--- config.mk ---
export PLATFORM = sky130hd
export DESIGN_NAME = largest_unreachable_sum
export DESIGN_NICKNAME = d
export VERILOG_FILES = /design/src/lus_pkg.sv /design/src/lus_cell.sv /design/src/largest_unreachable_sum.sv
export SDC_FILE = /design/constraint.sdc
export NUM_CORES = 1
export LEC_CHECK = 0
export BUFFER_PORTS_ARGS = -buffer_cell sky130_fd_sc_hd__buf_2
export CAP_MARGIN = 20
export CELL_PAD_IN_SITES_DETAIL_PLACEMENT = 1
export CELL_PAD_IN_SITES_GLOBAL_PLACEMENT = 1
export CORE_UTILIZATION = 50
export DETAILED_ROUTE_END_ITERATION = 8
export PLACE_DENSITY_LB_ADDON = 0.25
export SYNTH_ARGS = -nofsm -noshare
export SYNTH_HDL_FRONTEND = slang
export SYNTH_HIERARCHICAL = 1
export SYNTH_SLANG_ARGS = --single-unit
export TNS_END_PERCENT = 10
--- constraint.sdc ---
create_clock -name clk -period 21.7 [get_ports clk]
set_input_delay 3.255 -clock clk [delete_from_list [all_inputs] [get_ports clk]]
set_output_delay 3.255 -clock clk [all_outputs]
set_load 0.02 [all_outputs]
--- src/lus_pkg.sv ---
`timescale 1ns / 1ps

package lus_pkg;

  // Largest package size the reach window can serve.
  localparam int MAX_SIZE   = 255;
  // Width of the amount counter; limits are taken modulo 2**LIMIT_BITS.
  localparam int LIMIT_BITS = 16;

  localparam int SIZE_W    = 8;
  localparam int FIELD_W   = 16;
  localparam int CFG_IDX_W = 8;
  localparam int WIN_IDX_W = (MAX_SIZE > 1) ? $clog2(MAX_SIZE) : 1;

  typedef enum logic [CFG_IDX_W-1:0] {
    REG_SIZE_A = 8'd0,
    REG_SIZE_B = 8'd1,
    REG_SIZE_C = 8'd2,
    REG_SIZE_D = 8'd3
  } cfg_reg_t;

  typedef enum logic [1:0] {
    ST_IDLE = 2'b01,
    ST_RUN  = 2'b10
  } state_t;

  typedef struct packed {
    logic clr;
    logic shift;
  } cell_ctrl_t;

endpackage

--- src/lus_cell.sv ---
`timescale 1ns / 1ps

module lus_cell (
  input  logic               clk,
  input  lus_pkg::cell_ctrl_t ctrl,
  input  logic               din,
  output logic               q
);
  import lus_pkg::*;

  // One reach bit of the window; it takes its neighbor's bit on every shift.
  always_ff @(posedge clk) begin
    if (ctrl.clr) begin
      q <= 1'b0;
    end else if (ctrl.shift) begin
      q <= din;
    end
  end

endmodule

--- src/largest_unreachable_sum.sv ---
`timescale 1ns / 1ps

// Finds the largest amount from 0 to limit that no non-negative combination of
// the four package sizes adds up to. An item is accepted when start is high and
// busy is low; the block then checks one amount per cycle through a chain of
// reach-bit cells while busy stays high. The result is shown for exactly one
// cycle with done high and must be captured then. Busy drops in that same
// cycle, so the next item can be accepted while the result is on the ports.
// When every amount up to limit is formable, none_unreachable is 1 and
// largest_unreachable is 0. The user must write sizes on the config port only
// while the block is idle; the block itself does not enforce it. A size of
// zero is ignored, and writes to indexes above three have no effect.
module largest_unreachable_sum (
  input  logic                          clk,
  input  logic                          rst,
  input  logic                          start,
  output logic                          busy,
  input  logic [lus_pkg::FIELD_W-1:0]   limit,
  output logic                          done,
  output logic [lus_pkg::FIELD_W-1:0]   largest_unreachable,
  output logic                          none_unreachable,
  input  logic                          cfg_valid,
  output logic                          cfg_ready,
  input  logic [lus_pkg::CFG_IDX_W-1:0] cfg_index,
  input  logic [lus_pkg::SIZE_W-1:0]    cfg_data
);
  import lus_pkg::*;

  logic [SIZE_W-1:0]     size_a;
  logic [SIZE_W-1:0]     size_b;
  logic [SIZE_W-1:0]     size_c;
  logic [SIZE_W-1:0]     size_d;
  state_t                state;
  logic [LIMIT_BITS-1:0] limit_q;
  logic [LIMIT_BITS-1:0] amount_counter;
  logic [LIMIT_BITS-1:0] last_gap;
  logic                  gap_found;

  logic                  accept;
  logic                  running;
  logic                  last_amount;
  logic                  reach;
  logic [LIMIT_BITS-1:0] gap_next;
  logic                  found_next;
  logic [MAX_SIZE-1:0]   win;
  cell_ctrl_t            cell_ctrl;

  assign cfg_ready   = 1'b1;
  assign busy        = (state == ST_RUN);
  assign accept      = start && !busy;
  assign running     = (state == ST_RUN);
  assign last_amount = (amount_counter == limit_q);

  always_ff @(posedge clk) begin
    if (rst) begin
      size_a <= SIZE_W'(1);
      size_b <= SIZE_W'(1);
      size_c <= SIZE_W'(1);
      size_d <= SIZE_W'(1);
    end else if (cfg_valid && cfg_ready) begin
      unique case (cfg_index)
        REG_SIZE_A: size_a <= cfg_data;
        REG_SIZE_B: size_b <= cfg_data;
        REG_SIZE_C: size_c <= cfg_data;
        REG_SIZE_D: size_d <= cfg_data;
        default: ;
      endcase
    end
  end

  // Cell i holds the reach bit of amount minus (i + 1), so a size s taps cell
  // s - 1. Cells are cleared when an item starts, which makes sizes larger than
  // the current amount read as unreached.
  function automatic logic tap(input logic [MAX_SIZE-1:0] w, input logic [SIZE_W-1:0] s);
    logic [WIN_IDX_W-1:0] idx;
    logic                 usable;
    idx    = WIN_IDX_W'(32'(s) - 32'd1);
    usable = (s != '0) && (32'(s) <= MAX_SIZE);
    return usable && w[idx];
  endfunction

  assign reach = (amount_counter == '0) || tap(win, size_a) || tap(win, size_b)
              || tap(win, size_c) || tap(win, size_d);

  assign cell_ctrl.clr   = rst || accept;
  assign cell_ctrl.shift = running;

  for (genvar i = 0; i < MAX_SIZE; i++) begin : g_cell
    lus_cell u_cell (
      .clk  (clk),
      .ctrl (cell_ctrl),
      .din  ((i == 0) ? reach : win[(i == 0) ? 0 : i - 1]),
      .q    (win[i])
    );
  end

  always_comb begin
    gap_next   = last_gap;
    found_next = gap_found;
    if (!reach) begin
      gap_next   = amount_counter;
      found_next = 1'b1;
    end
  end

  always_ff @(posedge clk) begin
    if (rst) begin
      state          <= ST_IDLE;
      done           <= 1'b0;
      amount_counter <= '0;
      last_gap       <= '0;
      gap_found      <= 1'b0;
    end else begin
      done <= 1'b0;
      unique case (state)
        ST_IDLE: begin
          if (accept) begin
            state          <= ST_RUN;
            amount_counter <= '0;
            last_gap       <= '0;
            gap_found      <= 1'b0;
          end
        end
        ST_RUN: begin
          last_gap  <= gap_next;
          gap_found <= found_next;
          if (last_amount) begin
            state <= ST_IDLE;
            done  <= 1'b1;
          end else begin
            amount_counter <= amount_counter + 1'b1;
          end
        end
        default: state <= ST_IDLE;
      endcase
    end
  end

  always_ff @(posedge clk) begin
    if (accept) begin
      limit_q <= LIMIT_BITS'(limit);
    end
    if (running && last_amount) begin
      largest_unreachable <= found_next ? FIELD_W'(gap_next) : '0;
      none_unreachable    <= !found_next;
    end
  end

endmodule

==> results.json <==
{
  "yosys_warnings": 6,
  "cts_root_buf": "clkbuf_16",
  "power_density_nw_per_um2": 57.55,
  "dp.cells": 2637,
  "setup-tns-final_ps": 0,
  "syn-cell-area_um2": 22570,
  "design_area_um2": 24690,
  "synth.mux.area_fraction_pct": 40.45,
  "cts_made_buffers": 41,
  "clk_latency_ps": 600,
  "cap_violations": 0,
  "final_nets": 2131,
  "cts_htree_levels": 2,
  "synth_edf_count": 33,
  "syn_inst": 2085,
  "fillers": 4689,
  "grt_pass1_vias": 19020,
  "place_ws_ps": 15620,
  "postCtsSetupBuffers": 0,
  "track_usage_pct": 31.80,
  "maxSlewHeadroom_pct": 17.96,
  "ir_drop_mv": 0.05045,
  "setup_slack_ps": 15750,
  "dieHeight_um": 214.4,
  "wl_per_cell_um": 27.06,
  "synth_top_area_share_pct": 28.66,
  "synth_top_family_by_area": "multiplexers",
  "seqCellArea_um2": 7470,
  "clkTransAtPathRegs_ps": 60,
  "ys.flop_type": "dfxtp_1",
  "path_max_fanout": 47,
  "holdBufCountCts": 0,
  "synth_seq_cells": 356,
  "detail-route-antenna-nets": 0,
  "hold_viol_final": 0,
  "core-area_um2": 44410,
  "required_ps": 22160,
  "synth_fp_nets": 2128,
  "area_growth_pct": 9.415,
  "pin_count": 56,
  "io_buffers": 54,
  "seq_area_frac_synth_pct": 33.05,
  "routed_wl_mm": 73.38,
  "fp.dieW_um": 214.4,
  "antenna_found_initial": 2,
  "cts_buffer_depth": 3,
  "drt_pass1_iterations": 8,
  "hold_class": "reg2reg",
  "synthTopCellsByArea": "dfxtp_1 29%, mux4_2 24%, mux2i_1 15%",
  "rows": 77,
  "overflow": 0,
  "fmax_mhz": 168.2,
  "fin_crit_sh_pct": 27.41,
  "synth_fa_ha_area_share_pct": 0.3881,
  "grt_pass1_wl_mm": 114.1,
  "synth_top_area_cell": "dfxtp_1",
  "fin_crit_ps": 5947,
  "drc": 0,
  "syn_avg_cell_area_um2": 10.82,
  "crit_type": "reg2reg",
  "start_util_pct": 50.81,
  "multi_input_area_um2": 14470,
  "grt_max_degree": 94,
  "viasPerCell": 6.848,
  "instances_no_fill": 2712,
  "rsz0062_at_grt": "false",
  "synth-async-reset-ratio_pct": 0,
  "ctsResizeCount": 0,
  "p_leak_uw": 0.008151,
  "dieArea_um2": 45980,
  "drt_iter0_drc": 1952,
  "synth_xor_area_share_pct": 2.451,
  "startpoint_type": "flip-flop",
  "worstPathArrival_ps": 6410,
  "drive_gt1_share_pct": 21.00,
  "end_kind": "flip-flop",
  "total_power_uw": 1421,
  "worst_pin_slew_ps": 1225,
  "synth_compound_area_share_pct": 5.755,
  "placed_area_um2": 23310,
  "synth_simple_gate_area_share_pct": 14.53,
  "cts.sinks": 356,
  "cts_tree": "done",
  "status": "completed",
  "fin_skew_ps": 19.54,
  "slew_violations": 0,
  "finalWeightedCongestion": 0.9549,
  "dr_total_vias": 18570,
  "setup-violations-final": 0,
  "place_hpwl_mm": 47.32,
  "ys_types": 85
}
[layout make-up]
cell class                 instances  area share [%]
inverter                          24          0.4054
timing repair buffer              89           2.159
tap                              592           3.000
sequential                       356           30.25
antenna                            1         0.01014
multi-input combinational       1576           58.59
clock inverter                     9          0.6183
clock buffer                      65           4.966
[Yosys cell counts (5+ instances only)]
library cell / number
a21oi_1: 11
a221oi_1: 5
a22oi_1: 5
a31oi_1: 9
a32o_1: 5
a32oi_1: 15
and2_1: 7
and3_1: 8
buf_1: 12
buf_2: 43
buf_4: 12
buf_6: 11
clkbuf_1: 51
dfxtp_1: 323
edfxtp_1: 33
ha_1: 7
inv_1: 21
mux2_2: 12
mux2i_1: 340
mux4_1: 7
mux4_2: 240
nand2_1: 162
nand2b_1: 20
nand3_1: 56
nand3b_1: 11
nand4_1: 20
nor2_1: 347
nor2b_1: 6
nor3_1: 14
nor3b_1: 26
nor4_1: 12
o211ai_1: 6
o21ai_0: 35
o21ai_1: 35
o22ai_1: 12
o31ai_1: 7
or3_1: 9
or4_1: 6
xnor2_1: 20
xor2_1: 32
[metal layers]
| layer | up-vias | track usage (%) | routed length (um) |
|---|---|---|---|
| met5 | - | 0 | 9 |
| met2 | 946 | 49.36 | 33500 |
| met3 | 237 | 6.993 | 6887 |
| li1 | 7921 | - | - |
| met4 | 2 | 14.31 | 3332 |
| met1 | 9466 | 42.66 | 29650 |
[critical path, stage by stage, from the launching register on]
cell	delay [ps]
dfxtp_2	310
buf_4	420
inv_1	250
buf_4	290
ha_2	740
buf_4	720
mux4_2	430
mux4_2	530
o2111a_1	280
nor2_2	100
o21ai_0	170
a221oi_1	370
and4_1	250
buf_4	380
inv_4	180
o21ai_0	220
o21ai_1	100
[stage by stage]
step                      hold slack, ps  util, %
final                              565.2    55.59
after global routing               593.1    55.58
after CTS                          571.1    55.58
after detailed placement           559.8    52.48
after global placement             526.2    52.46
after floorplan                    492.2        -
[placed cells by master (no fill, tap or decap), types with 20 or more instances in the layout]
cell         n
dfxtp_1    319
mux4_2     240
nand2b_1    20
o21ai_0     35
xor2_1      31
nand4_1     20
nand2_1    162
nor2_1     347
mux2i_1    340
nand3_1     56
clkbuf_16   41
nor3b_1     26
xnor2_1     20
inv_1       20
buf_4       35
buf_2       54
o21ai_1     34
edfxtp_1    33
[final timing paths]
kind | startpoint | endpoint | slack (ps) | depth (start not counted)
min reg2reg | last_gap[3] | largest_unreachable[3] | 570 | 2
max reg2reg | size_d[0] | last_gap[15] | 15750 | 16
max | size_d[0] | last_gap[15] | 15750 | 16
min | last_gap[3] | largest_unreachable[3] | 570 | 2
[state kept, by name, indices dropped and copies added, names as in the netlist]
name                 count
none_unreachable         1
size_b                   8
amount_counter          16
size_d                   8
gap_found                1
g_cell.u_cell/q        255
done                     1
size_a                   8
largest_unreachable     16
size_c                   8
limit_q                 16
state                    2
last_gap                16
[logic make-up after synthesis]
logic type,count (synthesis)
buffers and inverters,153
DFF,356
and+or+nand+nor,724
xor gates and xnor gates,58
other,1
adders and majority gates,7
muxes,599
AOI/OAI and AO/OA,187
[power breakdown]
part,switching [uW],internal [uW]
Clock,299,415
Combinational,27.8,12.2
Sequential,1.50,665
Note: power is estimated with default switching activity, not from simulation.
